$ cat config.mk
export PLATFORM = sky130hd
export DESIGN_NAME = audio_buffer_completion_irq_queue_flat
export DESIGN_NICKNAME = d
export VERILOG_FILES = /design/src/hdl/abciq_pkg.sv /design/src/hdl/abciq_if.sv /design/src/hdl/abciq_datapath.sv /design/src/hdl/abciq_ctrl.sv /design/src/hdl/audio_buffer_completion_irq_queue.sv /design/src/flat_wrapper.sv
export SDC_FILE = /design/constraint.sdc
export NUM_CORES = 1
export LEC_CHECK = 0
export BUFFER_PORTS_ARGS = -buffer_cell sky130_fd_sc_hd__buf_2
export CAP_MARGIN = 20
export CORE_AREA = 2 2 113 115
export DETAILED_ROUTE_END_ITERATION = 8
export DIE_AREA = 0 0 115 117
export PLACE_DENSITY = 0.74
export SYNTH_ARGS = -nofsm -noshare
export SYNTH_HDL_FRONTEND = slang
export SYNTH_SLANG_ARGS = --single-unit
export TNS_END_PERCENT = 30
$ cat constraint.sdc
create_clock -name clk -period 4.18 [get_ports clk]
set_clock_uncertainty 0.15 [all_clocks]
set_input_delay 1.045 -clock clk [delete_from_list [all_inputs] [get_ports clk]]
set_output_delay 1.045 -clock clk [all_outputs]
set_load 0.02 [all_outputs]
$ cat src/hdl/abciq_pkg.sv
// Package for the audio buffer completion interrupt queue.
// Holds action and buffer codes, register indexes, controller states and the
// command and status types shared by the controller and the datapath.
package abciq_pkg;

	localparam int OFF_W     = 21;
	localparam int BUF_W     = 2;
	localparam int ACT_W     = 3;
	localparam int CNT_OUT_W = 3;
	localparam int CFG_IDX_W = 1;

	// A buffer counts as completed when its last 32-bit word is written.
	localparam int LAST_WORD_BYTES = 4;

	typedef enum logic [ACT_W-1:0] {
		ACT_WRITE      = 3'd0,
		ACT_PLAY       = 3'd1,
		ACT_TICK       = 3'd2,
		ACT_TYPE_READ  = 3'd3,
		ACT_CONSUME    = 3'd4,
		ACT_POWER_DOWN = 3'd5
	} action_t;

	localparam logic [BUF_W-1:0] BUF_NONE = 2'd0;
	localparam logic [BUF_W-1:0] BUF_A    = 2'd1;
	localparam logic [BUF_W-1:0] BUF_B    = 2'd2;

	localparam logic [CFG_IDX_W-1:0] REG_BUF_A_BASE = 1'b0;
	localparam logic [CFG_IDX_W-1:0] REG_BUF_B_BASE = 1'b1;

	localparam logic [OFF_W-1:0] BUF_A_BASE_RST = 21'd0;
	localparam logic [OFF_W-1:0] BUF_B_BASE_RST = 21'd2048;

	typedef enum logic [2:0] {
		ST_IDLE,
		ST_DECODE,
		ST_EXEC,
		ST_PUSH_B,
		ST_ALT,
		ST_RESULT
	} state_t;

	typedef enum logic [3:0] {
		OP_NONE,
		OP_CAPTURE,
		OP_DECODE,
		OP_WRITE,
		OP_PLAY_ON,
		OP_PUSH_B,
		OP_RAISE_ALT,
		OP_PLAY_OFF,
		OP_TICK,
		OP_TYPE_READ,
		OP_CONSUME,
		OP_POWER_DOWN,
		OP_LOAD_OUT
	} dp_op_t;

	typedef struct packed {
		dp_op_t op;
	} dp_cmd_t;

	typedef struct packed {
		action_t action;
		logic    enable;
		logic    playing;
		logic    out_free;
	} dp_status_t;

endpackage

$ cat src/hdl/abciq_if.sv
// Channel interfaces of the audio buffer completion interrupt queue.
// abciq_req_if carries one access, abciq_rsp_if one result; both use abciq_pkg.
interface abciq_req_if;
	import abciq_pkg::*;

	logic                 valid;
	logic                 ready;
	logic [ACT_W-1:0]     action;
	logic [OFF_W-1:0]     offset;
	logic                 enable;
	logic [BUF_W-1:0]     consume_bit;
	logic                 line_busy;
	logic                 token_pending;

	modport source (
		output valid, action, offset, enable, consume_bit, line_busy, token_pending,
		input  ready
	);
	modport sink (
		input  valid, action, offset, enable, consume_bit, line_busy, token_pending,
		output ready
	);
endinterface

interface abciq_rsp_if;
	import abciq_pkg::*;

	logic                 valid;
	logic                 ready;
	logic                 raise_irq;
	logic [BUF_W-1:0]     irq_buffer;
	logic [BUF_W-1:0]     send_mask;
	logic                 consumed;
	logic [CNT_OUT_W-1:0] queued_count;
	logic                 playing;

	modport source (
		output valid, raise_irq, irq_buffer, send_mask, consumed, queued_count, playing,
		input  ready
	);
	modport sink (
		input  valid, raise_irq, irq_buffer, send_mask, consumed, queued_count, playing,
		output ready
	);
endinterface

$ cat src/hdl/abciq_datapath.sv
// Datapath of the audio buffer completion interrupt queue: base registers,
// captured access, completion FIFO, playback state and the result register.
// Driven by abciq_ctrl through dp_cmd_t; uses abciq_pkg.
module abciq_datapath import abciq_pkg::*; #(
	parameter int BUFFER_BYTES = 2048,
	parameter int FIFO_DEPTH   = 4
) (
	input  logic                 clk,
	input  logic                 arst_n,
	input  logic                 cfg_wr_en,
	input  logic [CFG_IDX_W-1:0] cfg_index,
	input  logic [OFF_W-1:0]     cfg_wdata,
	input  logic [ACT_W-1:0]     action,
	input  logic [OFF_W-1:0]     offset,
	input  logic                 enable,
	input  logic [BUF_W-1:0]     consume_bit,
	input  logic                 line_busy,
	input  logic                 token_pending,
	input  dp_cmd_t              cmd,
	output dp_status_t           st,
	input  logic                 out_ready,
	output logic                 out_valid,
	output logic                 raise_irq,
	output logic [BUF_W-1:0]     irq_buffer,
	output logic [BUF_W-1:0]     send_mask,
	output logic                 consumed,
	output logic [CNT_OUT_W-1:0] queued_count,
	output logic                 playing
);

	localparam int IW    = $clog2(FIFO_DEPTH);
	localparam int CW    = $clog2(FIFO_DEPTH + 1);
	localparam int SUM_W = OFF_W + 1;

	// Configuration registers.
	logic [OFF_W-1:0] a_base_q, b_base_q;

	// Captured access.
	action_t          action_q;
	logic [OFF_W-1:0] off_q;
	logic             enable_q;
	logic [BUF_W-1:0] cbit_q;
	logic             line_busy_q;
	logic             token_q;

	// Decode results.
	logic [BUF_W-1:0] hit_q;
	logic             found_q;
	logic [IW-1:0]    idx_q;

	// Block state.
	logic             playing_q;
	logic [BUF_W-1:0] ready_q;
	logic             ready_b_q;
	logic             await_q;
	logic [BUF_W-1:0] alt_q;
	logic [BUF_W-1:0] fifo_q [FIFO_DEPTH];
	logic [BUF_W-1:0] fifo_up [FIFO_DEPTH];
	logic [CW-1:0]    count_q;

	// Result being built and the output register.
	logic             raised_q;
	logic [BUF_W-1:0] raised_bit_q;
	logic [BUF_W-1:0] send_q;
	logic             consumed_q;
	logic             out_valid_q;

	logic [SUM_W-1:0] off_x, a_x, b_x, bytes_x, last_x;
	logic             in_a, last_a, last_b;
	logic [BUF_W-1:0] hit_c;
	logic             found_c;
	logic [IW-1:0]    idx_c;
	logic             full;
	logic             push_en, pop_en, rm_en, clr_en, tick_ok;
	logic [BUF_W-1:0] push_bit;
	logic             raise_en;
	logic [BUF_W-1:0] raise_bit;

	always_ff @(posedge clk or negedge arst_n) begin
		if (!arst_n) begin
			a_base_q <= BUF_A_BASE_RST;
			b_base_q <= BUF_B_BASE_RST;
		end else if (cfg_wr_en) begin
			case (cfg_index)
				REG_BUF_A_BASE: a_base_q <= cfg_wdata;
				REG_BUF_B_BASE: b_base_q <= cfg_wdata;
				default: ;
			endcase
		end
	end

	always_ff @(posedge clk) begin
		if (cmd.op == OP_CAPTURE) begin
			action_q    <= action_t'(action);
			off_q       <= offset;
			enable_q    <= enable;
			cbit_q      <= consume_bit;
			line_busy_q <= line_busy;
			token_q     <= token_pending;
		end
	end

	// Buffer A wins where the two buffers overlap: any offset inside A
	// that is not A's last word is ignored even if it is B's last word.
	always_comb begin
		off_x   = {1'b0, off_q};
		a_x     = {1'b0, a_base_q};
		b_x     = {1'b0, b_base_q};
		bytes_x = SUM_W'(BUFFER_BYTES);
		last_x  = bytes_x - SUM_W'(LAST_WORD_BYTES);
		in_a    = (off_x >= a_x) && (off_x < a_x + bytes_x);
		last_a  = off_x == a_x + last_x;
		last_b  = off_x == b_x + last_x;
		if (last_a)
			hit_c = BUF_A;
		else if (!in_a && last_b)
			hit_c = BUF_B;
		else
			hit_c = BUF_NONE;
	end

	// First live FIFO entry that matches the consume request.
	always_comb begin
		found_c = 1'b0;
		idx_c   = '0;
		for (int i = 0; i < FIFO_DEPTH; i++) begin
			if (!found_c && CW'(i) < count_q && fifo_q[i] == cbit_q && cbit_q != BUF_NONE) begin
				found_c = 1'b1;
				idx_c   = IW'(i);
			end
		end
	end

	always_ff @(posedge clk) begin
		if (cmd.op == OP_DECODE) begin
			hit_q   <= hit_c;
			found_q <= found_c;
			idx_q   <= idx_c;
		end
	end

	// The FIFO is kept as a shift line with the oldest entry at index 0.
	for (genvar g = 0; g < FIFO_DEPTH; g++) begin : g_up
		if (g < FIFO_DEPTH - 1) begin : g_mid
			assign fifo_up[g] = fifo_q[g+1];
		end else begin : g_top
			assign fifo_up[g] = BUF_NONE;
		end
	end

	assign full    = count_q == CW'(FIFO_DEPTH);
	assign tick_ok = playing_q && !line_busy_q && !token_q && !await_q && (count_q != '0);

	always_comb begin
		push_en  = 1'b0;
		push_bit = BUF_NONE;
		case (cmd.op)
			OP_WRITE: begin
				if (playing_q && hit_q != BUF_NONE) begin
					push_en  = 1'b1;
					push_bit = hit_q;
				end
			end
			OP_PLAY_ON: begin
				if (ready_q[0]) begin
					push_en  = 1'b1;
					push_bit = BUF_A;
				end
			end
			OP_PUSH_B: begin
				if (ready_b_q) begin
					push_en  = 1'b1;
					push_bit = BUF_B;
				end
			end
			default: ;
		endcase
	end

	assign pop_en = (cmd.op == OP_TICK) && tick_ok;
	assign rm_en  = (cmd.op == OP_CONSUME) && found_q;
	assign clr_en = (cmd.op == OP_PLAY_OFF) || (cmd.op == OP_POWER_DOWN && playing_q);

	always_comb begin
		raise_en  = 1'b0;
		raise_bit = BUF_NONE;
		if (cmd.op == OP_TICK && tick_ok && fifo_q[0] != BUF_NONE) begin
			raise_en  = 1'b1;
			raise_bit = fifo_q[0];
		end else if (cmd.op == OP_RAISE_ALT && count_q == '0 && !line_busy_q
				&& alt_q != BUF_NONE) begin
			raise_en  = 1'b1;
			raise_bit = alt_q;
		end
	end

	always_ff @(posedge clk) begin
		for (int i = 0; i < FIFO_DEPTH; i++) begin
			if (push_en) begin
				if (full)
					fifo_q[i] <= (i == FIFO_DEPTH - 1) ? push_bit : fifo_up[i];
				else if (count_q == CW'(i))
					fifo_q[i] <= push_bit;
			end else if (pop_en) begin
				fifo_q[i] <= fifo_up[i];
			end else if (rm_en && IW'(i) >= idx_q) begin
				fifo_q[i] <= fifo_up[i];
			end
		end
	end

	always_ff @(posedge clk or negedge arst_n) begin
		if (!arst_n) begin
			count_q <= '0;
		end else if (clr_en) begin
			count_q <= '0;
		end else if (push_en) begin
			if (!full)
				count_q <= count_q + CW'(1);
		end else if (pop_en || rm_en) begin
			count_q <= count_q - CW'(1);
		end
	end

	always_ff @(posedge clk or negedge arst_n) begin
		if (!arst_n) begin
			playing_q    <= 1'b0;
			ready_q      <= BUF_NONE;
			ready_b_q    <= 1'b0;
			await_q      <= 1'b0;
			alt_q        <= BUF_A;
			raised_q     <= 1'b0;
			raised_bit_q <= BUF_NONE;
			send_q       <= BUF_NONE;
			consumed_q   <= 1'b0;
		end else begin
			case (cmd.op)
				OP_CAPTURE: begin
					raised_q     <= 1'b0;
					raised_bit_q <= BUF_NONE;
					send_q       <= BUF_NONE;
					consumed_q   <= 1'b0;
				end
				OP_WRITE: begin
					if (hit_q != BUF_NONE) begin
						if (!playing_q)
							ready_q <= ready_q | hit_q;
						else
							send_q <= hit_q;
					end
				end
				OP_PLAY_ON: begin
					playing_q <= 1'b1;
					await_q   <= 1'b0;
					ready_q   <= BUF_NONE;
					ready_b_q <= ready_q[1];
					send_q    <= {1'b0, ready_q[0]};
				end
				OP_PUSH_B: begin
					if (ready_b_q)
						send_q[1] <= 1'b1;
				end
				OP_PLAY_OFF: begin
					playing_q <= 1'b0;
					ready_q   <= BUF_NONE;
					await_q   <= 1'b0;
				end
				OP_TYPE_READ: begin
					await_q <= 1'b0;
				end
				OP_CONSUME: begin
					consumed_q <= found_q;
				end
				OP_POWER_DOWN: begin
					if (playing_q) begin
						playing_q <= 1'b0;
						await_q   <= 1'b0;
					end
				end
				default: ;
			endcase
			if (raise_en) begin
				await_q      <= 1'b1;
				alt_q        <= (raise_bit == BUF_A) ? BUF_B : BUF_A;
				raised_q     <= 1'b1;
				raised_bit_q <= raise_bit;
			end
		end
	end

	always_ff @(posedge clk or negedge arst_n) begin
		if (!arst_n)
			out_valid_q <= 1'b0;
		else if (cmd.op == OP_LOAD_OUT)
			out_valid_q <= 1'b1;
		else if (out_ready)
			out_valid_q <= 1'b0;
	end

	always_ff @(posedge clk) begin
		if (cmd.op == OP_LOAD_OUT) begin
			raise_irq    <= raised_q;
			irq_buffer   <= raised_bit_q;
			send_mask    <= send_q;
			consumed     <= consumed_q;
			queued_count <= CNT_OUT_W'(count_q);
			playing      <= playing_q;
		end
	end

	assign out_valid = out_valid_q;

	assign st.action   = action_q;
	assign st.enable   = enable_q;
	assign st.playing  = playing_q;
	assign st.out_free = !out_valid_q || out_ready;

	a_count_bound: assert property (@(posedge clk) disable iff (!arst_n)
		count_q <= CW'(FIFO_DEPTH))
		else $error("completion FIFO count exceeds its depth");

	a_ready_idle: assert property (@(posedge clk) disable iff (!arst_n)
		playing_q |-> ready_q == BUF_NONE)
		else $error("ready mask holds buffers while playback is on");

	a_raise_await: assert property (@(posedge clk) disable iff (!arst_n)
		raised_q |-> await_q)
		else $error("interrupt raised without waiting for its type read");

endmodule

$ cat src/hdl/abciq_ctrl.sv
// Controller of the audio buffer completion interrupt queue: sequences each
// access through capture, decode, execute, the playback-enable steps and
// result load in abciq_datapath. Uses abciq_pkg.
module abciq_ctrl import abciq_pkg::*; (
	input  logic       clk,
	input  logic       arst_n,
	input  logic       in_valid,
	output logic       in_ready,
	input  dp_status_t st,
	output dp_cmd_t    cmd
);

	state_t state_q, state_d;

	always_ff @(posedge clk or negedge arst_n) begin
		if (!arst_n)
			state_q <= ST_IDLE;
		else
			state_q <= state_d;
	end

	always_comb begin
		state_d = state_q;
		case (state_q)
			ST_IDLE: begin
				if (in_valid)
					state_d = ST_DECODE;
			end
			ST_DECODE: state_d = ST_EXEC;
			ST_EXEC: begin
				if (st.action == ACT_PLAY && st.enable && !st.playing)
					state_d = ST_PUSH_B;
				else
					state_d = ST_RESULT;
			end
			ST_PUSH_B: state_d = ST_ALT;
			ST_ALT:    state_d = ST_RESULT;
			ST_RESULT: begin
				if (st.out_free)
					state_d = ST_IDLE;
			end
			default: state_d = ST_IDLE;
		endcase
	end

	always_comb begin
		cmd.op   = OP_NONE;
		in_ready = 1'b0;
		case (state_q)
			ST_IDLE: begin
				in_ready = 1'b1;
				if (in_valid)
					cmd.op = OP_CAPTURE;
			end
			ST_DECODE: cmd.op = OP_DECODE;
			ST_EXEC: begin
				case (st.action)
					ACT_WRITE: cmd.op = OP_WRITE;
					ACT_PLAY: begin
						if (st.enable && !st.playing)
							cmd.op = OP_PLAY_ON;
						else if (!st.enable && st.playing)
							cmd.op = OP_PLAY_OFF;
					end
					ACT_TICK:       cmd.op = OP_TICK;
					ACT_TYPE_READ:  cmd.op = OP_TYPE_READ;
					ACT_CONSUME:    cmd.op = OP_CONSUME;
					ACT_POWER_DOWN: cmd.op = OP_POWER_DOWN;
					default:        cmd.op = OP_NONE;
				endcase
			end
			ST_PUSH_B: cmd.op = OP_PUSH_B;
			ST_ALT:    cmd.op = OP_RAISE_ALT;
			ST_RESULT: begin
				if (st.out_free)
					cmd.op = OP_LOAD_OUT;
			end
			default: cmd.op = OP_NONE;
		endcase
	end

	a_result_hold: assert property (@(posedge clk) disable iff (!arst_n)
		(state_q == ST_RESULT && !st.out_free) |=> state_q == ST_RESULT)
		else $error("result dropped while the output register was occupied");

endmodule

$ cat src/hdl/audio_buffer_completion_irq_queue.sv
// Audio buffer completion interrupt queue, top level.
// Accesses arrive on req (valid/ready): buffer writes, playback enable and
// disable, interrupt ticks, interrupt type reads, consume requests and DAC
// power down. Every access yields exactly one result on rsp: the interrupt
// raised (if any), the buffers handed to playback, whether a consume hit,
// the FIFO fill after the access and the playback state.
// The base registers of A and B are set via cfg_wr_en, cfg_index, cfg_wdata;
// the user must write them only while no access is in flight (not enforced).
// An access is handled by a controller state machine over the datapath: a
// transfer on req is followed by a decode state and an execute state, and the
// result is then loaded into the output register, which drives rsp.valid.
// Enabling playback adds ST_PUSH_B, which queues buffer B behind buffer A,
// and ST_ALT, for the alternate-buffer interrupt. A new access is taken
// only after the previous one has loaded its result.
// The next access is taken while a result still waits in the output register;
// if rsp stays stalled, that access waits in its result state until the
// register frees. Reset stops playback, empties the FIFO, clears the ready
// mask and sets buffer A as the next alternate buffer.
module audio_buffer_completion_irq_queue import abciq_pkg::*; #(
	parameter int BUFFER_BYTES = 2048,
	parameter int FIFO_DEPTH   = 4
) (
	input  logic                 clk,
	input  logic                 arst_n,
	input  logic                 cfg_wr_en,
	input  logic [CFG_IDX_W-1:0] cfg_index,
	input  logic [OFF_W-1:0]     cfg_wdata,
	abciq_req_if.sink            req,
	abciq_rsp_if.source          rsp
);

	dp_cmd_t    cmd;
	dp_status_t st;
	logic       in_ready;

	abciq_ctrl u_ctrl (
		.clk      (clk),
		.arst_n   (arst_n),
		.in_valid (req.valid),
		.in_ready (in_ready),
		.st       (st),
		.cmd      (cmd)
	);

	abciq_datapath #(
		.BUFFER_BYTES (BUFFER_BYTES),
		.FIFO_DEPTH   (FIFO_DEPTH)
	) u_datapath (
		.clk           (clk),
		.arst_n        (arst_n),
		.cfg_wr_en     (cfg_wr_en),
		.cfg_index     (cfg_index),
		.cfg_wdata     (cfg_wdata),
		.action        (req.action),
		.offset        (req.offset),
		.enable        (req.enable),
		.consume_bit   (req.consume_bit),
		.line_busy     (req.line_busy),
		.token_pending (req.token_pending),
		.cmd           (cmd),
		.st            (st),
		.out_ready     (rsp.ready),
		.out_valid     (rsp.valid),
		.raise_irq     (rsp.raise_irq),
		.irq_buffer    (rsp.irq_buffer),
		.send_mask     (rsp.send_mask),
		.consumed      (rsp.consumed),
		.queued_count  (rsp.queued_count),
		.playing       (rsp.playing)
	);

	assign req.ready = in_ready;

endmodule
$ cat src/flat_wrapper.sv
// flat-port wrapper written by rule: the top's interface ports become plain ports
module audio_buffer_completion_irq_queue_flat import abciq_pkg::*;
#(
	parameter int BUFFER_BYTES = 2048,
	parameter int FIFO_DEPTH   = 4
)
  (clk, arst_n, cfg_wr_en, cfg_index, cfg_wdata, req_valid, req_action, req_offset, req_enable, req_consume_bit, req_line_busy, req_token_pending, req_ready, rsp_valid, rsp_raise_irq, rsp_irq_buffer, rsp_send_mask, rsp_consumed, rsp_queued_count, rsp_playing, rsp_ready);
  abciq_req_if req_i ();
  abciq_rsp_if rsp_i ();
  input  logic clk;
  input  logic arst_n;
  input  logic cfg_wr_en;
  input  logic [CFG_IDX_W-1:0] cfg_index;
  input  logic [OFF_W-1:0] cfg_wdata;
  input wire logic [$bits(req_i.valid)-1:0] req_valid;
  input wire logic [$bits(req_i.action)-1:0] req_action;
  input wire logic [$bits(req_i.offset)-1:0] req_offset;
  input wire logic [$bits(req_i.enable)-1:0] req_enable;
  input wire logic [$bits(req_i.consume_bit)-1:0] req_consume_bit;
  input wire logic [$bits(req_i.line_busy)-1:0] req_line_busy;
  input wire logic [$bits(req_i.token_pending)-1:0] req_token_pending;
  output wire logic [$bits(req_i.ready)-1:0] req_ready;
  output wire logic [$bits(rsp_i.valid)-1:0] rsp_valid;
  output wire logic [$bits(rsp_i.raise_irq)-1:0] rsp_raise_irq;
  output wire logic [$bits(rsp_i.irq_buffer)-1:0] rsp_irq_buffer;
  output wire logic [$bits(rsp_i.send_mask)-1:0] rsp_send_mask;
  output wire logic [$bits(rsp_i.consumed)-1:0] rsp_consumed;
  output wire logic [$bits(rsp_i.queued_count)-1:0] rsp_queued_count;
  output wire logic [$bits(rsp_i.playing)-1:0] rsp_playing;
  input wire logic [$bits(rsp_i.ready)-1:0] rsp_ready;
  assign req_i.valid = req_valid;
  assign req_i.action = req_action;
  assign req_i.offset = req_offset;
  assign req_i.enable = req_enable;
  assign req_i.consume_bit = req_consume_bit;
  assign req_i.line_busy = req_line_busy;
  assign req_i.token_pending = req_token_pending;
  assign req_ready = req_i.ready;
  assign rsp_valid = rsp_i.valid;
  assign rsp_raise_irq = rsp_i.raise_irq;
  assign rsp_irq_buffer = rsp_i.irq_buffer;
  assign rsp_send_mask = rsp_i.send_mask;
  assign rsp_consumed = rsp_i.consumed;
  assign rsp_queued_count = rsp_i.queued_count;
  assign rsp_playing = rsp_i.playing;
  assign rsp_i.ready = rsp_ready;
  audio_buffer_completion_irq_queue #(.BUFFER_BYTES(BUFFER_BYTES), .FIFO_DEPTH(FIFO_DEPTH)) u_core (.clk(clk), .arst_n(arst_n), .cfg_wr_en(cfg_wr_en), .cfg_index(cfg_index), .cfg_wdata(cfg_wdata), .req(req_i), .rsp(rsp_i));
endmodule
=== Yosys cells after proc, flatten, opt, wreduce, memory -nomap -nowiden ===
Memories as Yosys holds them, arrays and structs flattened.
Cells that the tools add are included.

* Memory bits (writable): 8
* Logic and storage cells: 281
* Memories: 1
* Register bits: 106

{| class="wikitable"
|+ Memories
! memory !! depth !! bits a word !! rd ports !! clocked after memory_dff !! wr ports !! RTL line !! text
|-
| u_core.u_datapath.fifo_q || 4 || 2 || 4 || 0 || 4 || abciq_datapath.sv:57 || <nowiki>logic [BUF_W-1:0] fifo_q [FIFO_DEPTH];</nowiki>
|}

* Order comparisons: 10
* Bitwise operators: 14
* Reductions and logical operators: 76
* Multiplexer cells: 103
* Add/sub/neg operators: 5
* Equality and inequality tests: 41

{| class="wikitable"
|+ Operators by type and width
! cell !! count
|-
| 1-bit 2-to-1 mux || 58
|-
| 2-bit 2-to-1 mux || 24
|-
| 4-bit one-hot mux with 6 select lines || 2
|-
| 21-bit by 11-bit adder with 22-bit output, second input constant || 2
|-
| 21-bit by 22-bit == test with 1-bit output || 2
|-
| 1-bit logical AND || 33
|-
| 3-bit 2-to-1 mux || 9
|-
| 21-bit by 12-bit adder with 22-bit output, second input constant || 1
|-
| 21-bit by 22-bit less-than comparator with 1-bit output || 1
|-
| 21-bit greater-or-equal comparator || 1
|-
| 4-bit == test, second input constant || 5
|-
| 3-bit by 2-bit == test with 1-bit output, second input constant || 6
|-
| 3-bit one-hot mux with 6 select lines || 1
|-
| 2-bit nonzero test || 9
|-
| 4-bit by 3-bit == test with 1-bit output, second input constant || 4
|-
| 3-bit == test, second input constant || 5
|-
| 3-bit nonzero test || 5
|-
| 1-bit OR || 12
|-
| 1-bit zero test || 10
|-
| 2-bit inequality test, second input constant || 5
|-
| 2-bit AND reduction || 5
|-
| 3-bit by 1-bit == test with 1-bit output, second input constant || 3
|-
| 3-bit zero test || 3
|-
| 1-bit one-hot mux with 3 select lines || 3
|-
| 24 further kinds || 40
|}

=== Logic depth before layout (Yosys ltp) ===
Gate-level depths: netlist of run 1.
An unclocked memory read counts as a cell.

* Word-level depth: 20
* Mapped depth: 11
* Mapped depth without buffers: 10

=== Cells and area by module ===
A second synthesis of run 1 with hierarchy kept.

* Cells, all modules: 664
* Area, all modules: 6949.2 um^2

{| class="wikitable"
|+ Modules (own cells, without submodules)
! module !! area each (um^2) !! instances !! cells each
|-
| abciq_datapath || 6606.3 || 1 || 624
|-
| abciq_ctrl || 342.8 || 1 || 40
|}

=== Least setup slack after synthesis of run 1 ===
No wires, ideal clock.

* Kind: register to register
* Start point: register u_core.u_datapath.playing_q
* End point: memory u_core.u_datapath.fifo_q[0][0], data pin
* Path buffers: 0
* Library setup time: 0.262 ns
* Data required time: 3.768 ns
* Setup slack: 1.233 ns
* Stages on the path, launching flop included: 9
* Arrival time: 2.535 ns
* Clock period less this slack: 2.947 ns
* Cell sequence: dfrtp_1 ha_1 nor4b_1 o211ai_1 a2111oi_1 nor2b_1 a21boi_2 nor2_1 mux2_1

{| class="wikitable"
|+ RTL lines
! item !! RTL line !! text
|-
| start: declaration || abciq_datapath.sv:52 || <nowiki>logic playing_q;</nowiki>
|-
| start signal: assignment || abciq_datapath.sv:227 || <nowiki>playing_q <= 1'b0;</nowiki>
|-
| start signal: assignment || abciq_datapath.sv:253 || <nowiki>playing_q <= 1'b1;</nowiki>
|-
| start signal: assignment || abciq_datapath.sv:264 || <nowiki>playing_q <= 1'b0;</nowiki>
|-
| end: declaration || abciq_datapath.sv:57 ||
|}

==> results.py, run 1 <==
metrics = {
    "timing": {
        "timing.final.crit_share_pct": 81.4,
        "hold_viol_final": 0,
        "finalCriticalPeriod_ns": 3.40,
        "fmax_mhz": 294,
        "finalMaxSlewViolations": 0,
        "tightest_slew_ns": 1.04,
        "relSlewSlack_pct": 30.4,
        "fin_setup_tns_ns": 0,
        "rsz0062_at_grt": "false",
        "finalSetupViolCount": 0,
    },
    "die": {
        "num_rows": 41,
        "ios": 68,
        "die_w_um": 115,
        "start_util_pct": 56.6,
        "die-area_mm2": 0.0135,
        "coreArea_mm2": 0.0123,
        "die_y_um": 117,
    },
    "cts": {
        "cts-htree-levels": 4,
        "clock_sinks": 114,
        "cts_tree": "built",
        "ctsHoldBuffers": 0,
        "root_buffer": "clkbuf_16",
        "path_clk_slew_ns": 0.05,
        "postCtsResizedCells": 0,
        "cts.path.max_buffers": 2,
        "cts_setup_buffers": 0,
        "numCtsBuffers": 17,
        "clkLatencyLatePin_ns": 0.42,
    },
    "synthesis": {
        "async_flop_share_pct": 54.4,
        "ys_warn_count": 0,
        "synth_top_area_share_pct": 22.4,
        "seq_area_frac_synth_pct": 44.7,
        "synth_cell_type_count": 74,
        "syn_area_mm2": 0.00697,
        "avgSynthCellArea_um2": 10.2,
        "synthCells": 681,
        "yosys.area.top_type": "edfxtp_1",
        "ys.flop_type": "dfrtp_1",
        "yosys_register_bits": 114,
        "ys_top_cells_by_area": "edfxtp_1 (22%), dfrtp_1 (22%), ha_1 (7.2%)",
        "synth_edf_count": 52,
        "syn_nets": 777,
    },
    "global_routing": {
        "grt_first_pass_wirelength_mm": 27.1,
        "first_global_vias": 5452,
        "track_usage_pct": 26.4,
        "grt_remaining_overflow": 0,
        "antenna_found_initial": 0,
        "grt_max_degree": 39,
    },
    "final_layout": {
        "drive_gt1_share_pct": 18.5,
        "antenna_cells": 0,
        "layout_commonest_cell": "buf_2",
        "final_cell_mix": "buf_2 (67), nand2_1 (65), dfrtp_1 (60)",
        "final_nets": 850,
        "fill_cells": 979,
        "area_delta_synth_final_pct": 15.7,
    },
    "drt": {
        "vias": 5523,
        "viasPerCell": 6.02,
        "drtAntennaViolNets": 0,
        "drt_pass1_iterations": 5,
        "wl_per_cell_um": 18.1,
        "drt_wl_total_mm": 16.6,
        "drc": 0,
        "first_iter_violations": 347,
    },
    "pwr": {
        "p_seq_share_pct": 38.0,
        "vdd_drop_max_uv": 453,
        "power_frac_comb_pct": 30.1,
        "switchingPower_mw": 1.61,
        "cellPowerDensity_mw_per_mm2": 578,
        "leakagePower_nw": 3.33,
        "total_power_mw": 4.66,
        "p_clk_share_pct": 31.9,
        "swShare_pct": 34.6,
        "p_int_mw": 3.05,
    },
    "worst_setup_path": {
        "critPathLaunchType": "register",
        "worstPathArrival_ns": 3.41,
        "end_kind": "register",
        "r2r_start": "u_core.u_datapath.playing_q",
        "critPathMaxFanout": 5,
        "worstSetupStartpoint": "u_core.u_datapath.playing_q",
        "crit_path_top_delay_cell": "a2111oi_1",
        "worstSetupPathType": "register to register",
        "cp_cell_sequence": "ha_1 -> nor4b_1 -> o211ai_1 -> a2111oi_1 -> nor2b_1 -> a21boi_2 -> nor2_1 -> mux2_1",
        "cp_slowest_stage_delay_ns": 0.71,
        "critPathRequiredTime_ns": 4.19,
    },
    "place": {
        "gp_congestion": 0.968,
        "dpl.hpwl_mm": 12.5,
        "portBuffers": 67,
    },
    "flow_run": {
        "max_cap_violations": 0,
    },
    "hold_path": {
        "hp-class": "input pin to async pin",
    },
    "outcome": {
        "status": "finished clean",
    },
}
## worst max-delay path: cells and delay by family (launching register included)
kind / cells / cell delay [ns]
AO/OA/AOI/OAI: 3 / 1.14
adder cells (fa/ha/maj): 1 / 0.31
flip-flops: 1 / 0.43
multiplexers: 1 / 0.36
AND/OR/NAND/NOR: 3 / 0.76
## final timing paths
check,cells after the start,slack [ns],endpoint
min reg2reg,0,0.31,u_core.u_datapath.raise_irq
max in group asynchronous,2,2.89,u_core.u_datapath.b_base_q[11]
min,1,0.27,u_core.u_ctrl.state_q[0]
max,8,0.78,u_core.u_datapath.fifo_q[0][2]
max reg2reg,8,0.78,u_core.u_datapath.fifo_q[0][2]
min in group clk,0,0.31,u_core.u_datapath.raise_irq
## metal layers
| metal | wire length, um | share of wire (%) | GRT usage, % | vias up |
|---|---|---|---|---|
| met4 | 545 | 3.3 | 11.6 | 0 |
| met2 | 8630 | 52 | 47.5 | 197 |
| met3 | 780 | 4.7 | 6.90 | 43 |
| met1 | 6680 | 40 | 29.6 | 2637 |
| met5 | 0 | 0 | 0 | - |
| li1 | - | - | - | 2646 |
## through the flow
step	cells	setup slack, ns	cell area (um2)	utilization (%)	hold slack (ns)
after floorplan	681	1.23	6970	-	0.275
final	917	0.776	8060	65.4	0.265
after global placement	885	0.850	7450	60.5	0.288
after detailed placement	885	0.820	7450	60.5	0.287
after global routing	917	0.484	8060	65.4	0.255
after CTS	917	0.799	8060	65.4	0.257
## state kept, by name, indices dropped and copies added (netlist names), 3 cells and up
| name | flops |
|---|---|
| u_core.u_datapath.queued_count | 3 |
| u_core.u_datapath.b_base_q | 21 |
| u_core.u_datapath.off_q | 21 |
| u_core.u_datapath.action_q | 3 |
| u_core.u_datapath.a_base_q | 21 |
| u_core.u_datapath.fifo_q | 8 |
| u_core.u_ctrl.state_q | 3 |
| u_core.u_datapath.count_q | 3 |
## logic make-up (layout without fill, tap and decap cells)
family                     after synthesis  after routing  share of synthesized area (%)
muxes                                   35             35                           5.59
and+or+nand+nor                        224            224                           17.2
adders and majority gates               40             40                           7.19
buffers and inverters                   58            144                           3.16
AOI/OAI and AO/OA                      149            149                           14.5
DFF                                    114            114                           44.7
xor gates and xnor gates                61             61                           7.67
## power groups by stage
stage	logic, mW	registers (mW)	clock network (mW)
finish	1.40	1.77	1.49
CTS	1.40	1.76	1.51
global route	1.56	1.81	1.56
floorplan	1.08	1.67	0
global placement	1.35	1.77	0
detailed placement	1.39	1.78	0
## synthesized netlist by cell type, types with 11 or more instances
master    instances
a21oi_1          24
clkbuf_1         15
dfrtp_1          60
edfxtp_1         52
ha_1             40
inv_1            41
mux2_2           23
nand2_1          65
nand2b_1         11
nand3_1          24
nand4_1          12
nor2_1           29
nor2b_1          11
nor3_1           20
nor3b_1          11
o21ai_0          46
xnor2_1          45
xor2_1           16
## final cells by class
| cell class | count | area, um2 | area share (%) |
|---|---|---|---|
| clock buffers | 20 | 437 | 5.42 |
| inverters | 41 | 154 | 1.91 |
| multi-input cells | 509 | 3630 | 45.1 |
| clock inverters | 12 | 165 | 2.05 |
| repair buffers | 71 | 365 | 4.53 |
| flip-flops and latches | 114 | 3120 | 38.7 |
| well taps | 150 | 188 | 2.33 |
Note: power is estimated with default switching activity, not from simulation.
==> inputs of run 2 (changes only) <==
CORE_AREA = 2 2 117 119   (was 2 2 113 115)
DIE_AREA = 0 0 119 121   (was 0 0 115 117)
PLACE_DENSITY = 0.73   (was 0.74)
clock period = 2.95 ns   (was 4.18 ns; I/O delays follow)
==> run 2 against run 1 <==
  * Non-clock buffer count rose by 52
  * Critical path type unchanged
  * Count of clock-buffer cells in the layout rose by 4
  * Sequential share of layout area fell by 2.4 points
  * First-iteration DRC count rose by 25%
  * Power rose by 44%
  * Register-to-register slack got worse by 0.74 ns
  * Maximum frequency rose by 17%
  * Design area rose by 6.5%
  * Highest routed layer unchanged
  * Largest cell class unchanged
  * Global-route usage fell by 0.78 points
  * Worst setup slack got worse by 0.74 ns
==> results.py, run 2 (synthesized netlist as in run 1, its figures left out) <==
metrics = {
    "drt": {
        "first_iter_violations": 434,
        "drt_wl_total_mm": 17.6,
        "drt_pass1_iterations": 7,
        "wl_per_cell_um": 17.7,
        "drtAntennaViolNets": 0,
        "vias": 5741,
        "viasPerCell": 5.77,
        "drc": 0,
    },
    "cts": {
        "cts-htree-levels": 4,
        "ctsHoldBuffers": 0,
        "cts.path.max_buffers": 2,
        "root_buffer": "clkbuf_16",
        "clkLatencyLatePin_ns": 0.42,
        "numCtsBuffers": 17,
        "clock_sinks": 114,
        "cts_tree": "built",
        "path_clk_slew_ns": 0.05,
    },
    "die": {
        "die_y_um": 121,
        "coreArea_mm2": 0.0131,
        "start_util_pct": 53.2,
        "die-area_mm2": 0.0144,
        "num_rows": 42,
        "die_w_um": 119,
        "ios": 68,
    },
    "pwr": {
        "vdd_drop_max_uv": 519,
        "total_power_mw": 6.71,
        "cellPowerDensity_mw_per_mm2": 782,
        "leakagePower_nw": 3.61,
    },
    "place": {
        "gp_congestion": 0.938,
        "dpl.hpwl_mm": 12.9,
        "place_inst": 962,
        "portBuffers": 67,
    },
    "worst_setup_path": {
        "worstPathArrival_ns": 2.98,
        "critPathLaunchType": "register",
        "critPathRequiredTime_ns": 3.01,
        "end_kind": "register",
        "critPathMaxFanout": 4,
        "worstSetupPathType": "register to register",
    },
    "final_layout": {
        "final_nets": 902,
        "regArea_mm2": 0.00312,
        "instances_no_fill": 995,
        "fill_cells": 1028,
        "final_cell_mix": "buf_2 (67), nand2_1 (65), dfrtp_1 (60)",
        "area_delta_synth_final_pct": 23.2,
        "largestRegisters": "u_core.u_datapath.a_base_q x21, u_core.u_datapath.b_base_q x21, u_core.u_datapath.off_q x21",
        "layout_commonest_cell": "buf_2",
        "drive_gt1_share_pct": 25.9,
        "antenna_cells": 0,
        "multiInputGateArea_mm2": 0.00377,
    },
    "global_routing": {
        "grt_remaining_overflow": 0,
        "grt_max_degree": 42,
        "grt_first_pass_wirelength_mm": 28.7,
        "track_usage_pct": 25.6,
        "antenna_found_initial": 0,
        "first_global_vias": 5913,
    },
    "timing": {
        "hold_viol_final": 0,
        "finalCriticalPeriod_ns": 2.92,
        "rsz0062_at_grt": "true",
        "finalMaxSlewViolations": 0,
        "fmax_mhz": 343,
        "timing.final.crit_share_pct": 98.9,
        "finalSetupViolCount": 0,
        "relSlewSlack_pct": 57.3,
        "tightest_slew_ns": 0.633,
    },
    "outcome": {
        "status": "finished clean",
    },
    "flow_run": {
        "max_cap_violations": 0,
    },
    "hold_path": {
        "hp-class": "input pin to async pin",
    },
}
==> run 2: path summary, 6_finish.rpt <==
check | from | slack [ns] | depth (start not counted) | to
setup / recovery | u_core.u_datapath.b_base_q[2] | 0.03 | 9 | u_core.u_datapath.hit_q[1]
hold / removal | arst_n | 0.17 | 1 | u_core.u_datapath.out_valid
setup reg to reg | u_core.u_datapath.b_base_q[2] | 0.03 | 9 | u_core.u_datapath.hit_q[1]
hold reg to reg | u_core.u_datapath.raised_q | 0.31 | 0 | u_core.u_datapath.raise_irq
max in group asynchronous | arst_n | 1.79 | 2 | u_core.u_datapath.b_base_q[11]
min in group clk | u_core.u_datapath.raised_q | 0.31 | 0 | u_core.u_datapath.raise_irq
==> run 2: area by class of cell <==
cell class / count / area share (%)
clock buffer: 24 / 5.86
sequential: 114 / 36.3
tap: 176 / 2.57
multi-input combinational: 509 / 44.0
inverter: 41 / 1.79
clock inverter: 8 / 0.583
timing repair buffer: 123 / 8.95
==> run 2: routing by layer <==
layer	vias to the layer above	share of wire [%]	track usage, %
met2	156	53	46.5
met1	2788	40	29.2
met3	43	4.1	5.55
met5	-	0	0
met4	0	2.5	10.5
li1	2754	-	-
==> run 2: critical path, cell delays in order, from the launching register on <==
cell,delay (ns)
dfrtp_1,0.39
buf_4,0.16
nor4_2,0.39
buf_4,0.19
nand2_1,0.11
xnor2_1,0.16
o221ai_1,0.17
a21oi_1,0.09
or4_1,0.56
a2111oi_1,0.34
==> run 2: timing repair <==
| item | 4_1_cts | 5_1_grt |
|---|---|---|
| pin swaps | 0 | 6 |
| endpoints found under the hold margin | 0 | 0 |
| endpoints found under the setup margin | 7 | 22 |
| buffers inserted | 0 | 1 |
| gates cloned | 0 | 0 |
| gates resized for setup | 5 | 21 |
==> run 2: power by group <==
group | switching, mW | leakage (nW) | internal (mW) | total [mW]
clock | 0.733 | 0.271 | 1.18 | 1.92
sequential | 0.368 | 1.23 | 2.08 | 2.44
combinational | 1.33 | 2.10 | 1.02 | 2.35
==> run 2: stage by stage <==
| step | util, % | TNS [ns] | area, um2 | setup slack (ns) | hold WS (ns) |
|---|---|---|---|---|---|
| detailed placement | 60.2 | -0.594 | 7880 | -0.112 | 0.290 |
| global route | 65.6 | -0.116 | 8580 | -0.116 | 0.211 |
| CTS | 64.6 | 0 | 8460 | 0.00103 | 0.176 |
| floorplan | - | 0 | 6970 | 0.00261 | 0.275 |
| global placement | 60.2 | 0 | 7880 | 0.0105 | 0.285 |
| finish | 65.6 | 0 | 8580 | 0.0317 | 0.167 |
==> inputs of run 3 (changes only) <==
PLACE_DENSITY = 0.75   (was 0.73)
==> run 3 against run 2 <==
  * Cell count down 0.10%
  * Count of clock-buffer cells in the layout down 1
  * Power up 4.4%
  * Combinational power up 3%
  * Largest cell class unchanged
  * Critical path depth up 1
  * Global-route usage up 0.37 points
  * Highest routed layer unchanged
  * Utilization up 0.76 points
==> results.py, run 3 (synthesized netlist as in run 1, its figures left out) <==
metrics = {
    "worst_setup_path": {
        "critPathLaunchType": "register",
        "reg2reg_to": "u_core.u_datapath.fifo_q[0][0]",
        "critPathMaxFanout": 5,
        "cp_slowest_stage_delay_ns": 0.44,
        "r2r_cells": 10,
        "crit_path_top_delay_cell": "a2111oi_2",
        "worstPathArrival_ns": 2.91,
        "end_kind": "register",
        "critPathRequiredTime_ns": 2.96,
        "r2r_slack_ns": 0.05,
        "worstSetupPathType": "register to register",
        "r2r_start": "u_core.u_datapath.enable_q",
        "cp_cell_sequence": "inv_2 -> ha_4 -> nor4b_4 -> o211ai_1 -> a2111oi_2 -> buf_4 -> nor2b_1 -> a21boi_4 -> nor2_2 -> mux2_1",
    },
    "final_layout": {
        "final_nets": 901,
        "drive_gt1_share_pct": 26.9,
        "largestRegisters": "u_core.u_datapath.a_base_q x21, u_core.u_datapath.b_base_q x21, u_core.u_datapath.off_q x21",
        "antenna_cells": 0,
        "fin_util_pct": 66.4,
        "multiInputGateArea_mm2": 0.00380,
        "layout_commonest_cell": "buf_2",
        "final_cell_mix": "buf_2 (67), nand2_1 (64), dfrtp_1 (60)",
        "fill_cells": 1020,
        "area_delta_synth_final_pct": 24.6,
        "regArea_mm2": 0.00312,
    },
    "pwr": {
        "switchingPower_mw": 2.50,
        "swShare_pct": 35.7,
        "cellPowerDensity_mw_per_mm2": 807,
        "power_frac_comb_pct": 34.4,
        "vdd_drop_max_uv": 482,
        "p_clk_share_pct": 30.7,
        "total_power_mw": 7.01,
        "p_int_mw": 4.51,
        "leakagePower_nw": 3.64,
        "p_seq_share_pct": 34.9,
    },
    "drt": {
        "drt_pass1_iterations": 5,
        "viasPerCell": 5.80,
        "drc": 0,
        "first_iter_violations": 394,
        "wl_per_cell_um": 18.0,
        "drt_wl_total_mm": 17.9,
        "vias": 5764,
        "drtAntennaViolNets": 0,
    },
    "cts": {
        "path_clk_slew_ns": 0.06,
        "cts-htree-levels": 4,
        "clkLatencyLatePin_ns": 0.42,
        "numCtsBuffers": 17,
        "clock_sinks": 114,
        "cts.path.max_buffers": 2,
        "root_buffer": "clkbuf_16",
        "cts_tree": "built",
    },
    "global_routing": {
        "track_usage_pct": 26.0,
        "grt_first_pass_wirelength_mm": 29.3,
        "grt_remaining_overflow": 0,
        "first_global_vias": 6087,
        "antenna_found_initial": 0,
        "grt_max_degree": 40,
    },
    "die": {
        "die_y_um": 121,
        "ios": 68,
        "start_util_pct": 53.2,
        "die-area_mm2": 0.0144,
        "num_rows": 42,
        "coreArea_mm2": 0.0131,
        "die_w_um": 119,
    },
    "hold_path": {
        "hp-class": "input pin to async pin",
    },
    "timing": {
        "tightest_slew_ns": 0.618,
        "relSlewSlack_pct": 58.3,
        "finalSetupViolCount": 0,
        "worst_hold_slack_ns": 0.183,
        "rsz0062_at_grt": "true",
        "timing.final.crit_share_pct": 98.3,
        "finalMaxSlewViolations": 0,
        "finalCriticalPeriod_ns": 2.90,
        "fmax_mhz": 345,
        "hold_viol_final": 0,
    },
    "place": {
        "dpl.hpwl_mm": 13.1,
        "portBuffers": 67,
        "gp_congestion": 0.937,
    },
    "outcome": {
        "status": "finished clean",
    },
    "flow_run": {
        "max_cap_violations": 0,
    },
}
## run 3: cell types whose count changed in the layout (fill, tap and decap cells not counted), moves of 2 or more
cell | previous run | this run
clkbuf_1 | 3 | 1
clkbuf_16 | 18 | 21
clkbuf_8 | 3 | 1
inv_6 | 0 | 2
ha_1 | 39 | 37
nand3_1 | 24 | 22
clkinvlp_4 | 2 | 0
ha_2 | 0 | 2
nand3_2 | 0 | 2
o21ai_0 | 46 | 44
a2111oi_1 | 2 | 0
a2111oi_2 | 3 | 6
nor3b_2 | 3 | 1
## run 3: cell type report
type | count | share of cell area, %
multi-input combinational | 509 | 43.8
sequential | 114 | 35.9
timing repair buffer | 122 | 8.76
clock buffer | 23 | 6.25
tap | 176 | 2.54
inverter | 41 | 1.77
clock inverter | 9 | 0.966
## run 3: through the flow
step                instance area (um2)  setup WS, ns  TNS [ns]  cells
CTS                                8530       0.00386         0    994
global route                       8680       -0.0877    -0.486    994
finish                             8680        0.0507         0    994
global placement                   7880        0.0235         0    961
detailed placement                 7880        -0.151    -0.833    961
floorplan                          6970       0.00261         0    681
## run 3: how the worst max path moves through the flow
| stage | startpoint | endpoint | slack [ns] |
|---|---|---|---|
| 2_1_floorplan | u_core.u_datapath.playing_q | u_core.u_datapath.fifo_q[0][0] | 0.003 |
| 3_3_place_gp | u_core.u_datapath.enable_q | u_core.u_datapath.fifo_q[1][1] | 0.02 |
| 3_5_place_dp | u_core.u_datapath.enable_q | u_core.u_datapath.fifo_q[0][0] | -0.15 |
| 4_1_cts | u_core.u_datapath.a_base_q[2] | u_core.u_datapath.hit_q[1] | 0.004 |
| 5_1_grt | u_core.u_datapath.enable_q | u_core.u_datapath.fifo_q[1][0] | -0.09 |
| 6_report | u_core.u_datapath.enable_q | u_core.u_datapath.fifo_q[0][0] | 0.05 |
## run 3: timing repair
action,in CTS,in global routing
gates resized for setup,5,32
hold buffers,0,0
setup buffers,1,0
pin swaps,3,3
setup endpoints to repair,8,23
## run 3: worst max-delay path, delay by kind of cell (launching register included)
kind,cells,cell delay (ns)
multiplexers,1,0.33
flip-flops,1,0.41
AO/OA/AOI/OAI,3,0.79
AND/OR/NAND/NOR,3,0.45
buffers and inverters,2,0.29
adder cells (fa/ha/maj),1,0.21
## run 3: routing by layer
metal  track usage (%)  share of wire [%]  vias up
li1                  -                  -     2752
met1              29.2                 40     2771
met2              46.8                 53      196
met3              6.11                4.6       45
met4              11.7                2.6        0
met5                 0                  0        -
## run 3: power by group through the flow
stage	Clock (mW)	Combinational (mW)	Sequential, mW
floorplan	0	1.53	2.37
global placement	0	2.14	2.43
detailed placement	0	2.21	2.45
CTS	2.17	2.27	2.43
global route	2.26	2.65	2.49
finish	2.15	2.41	2.44
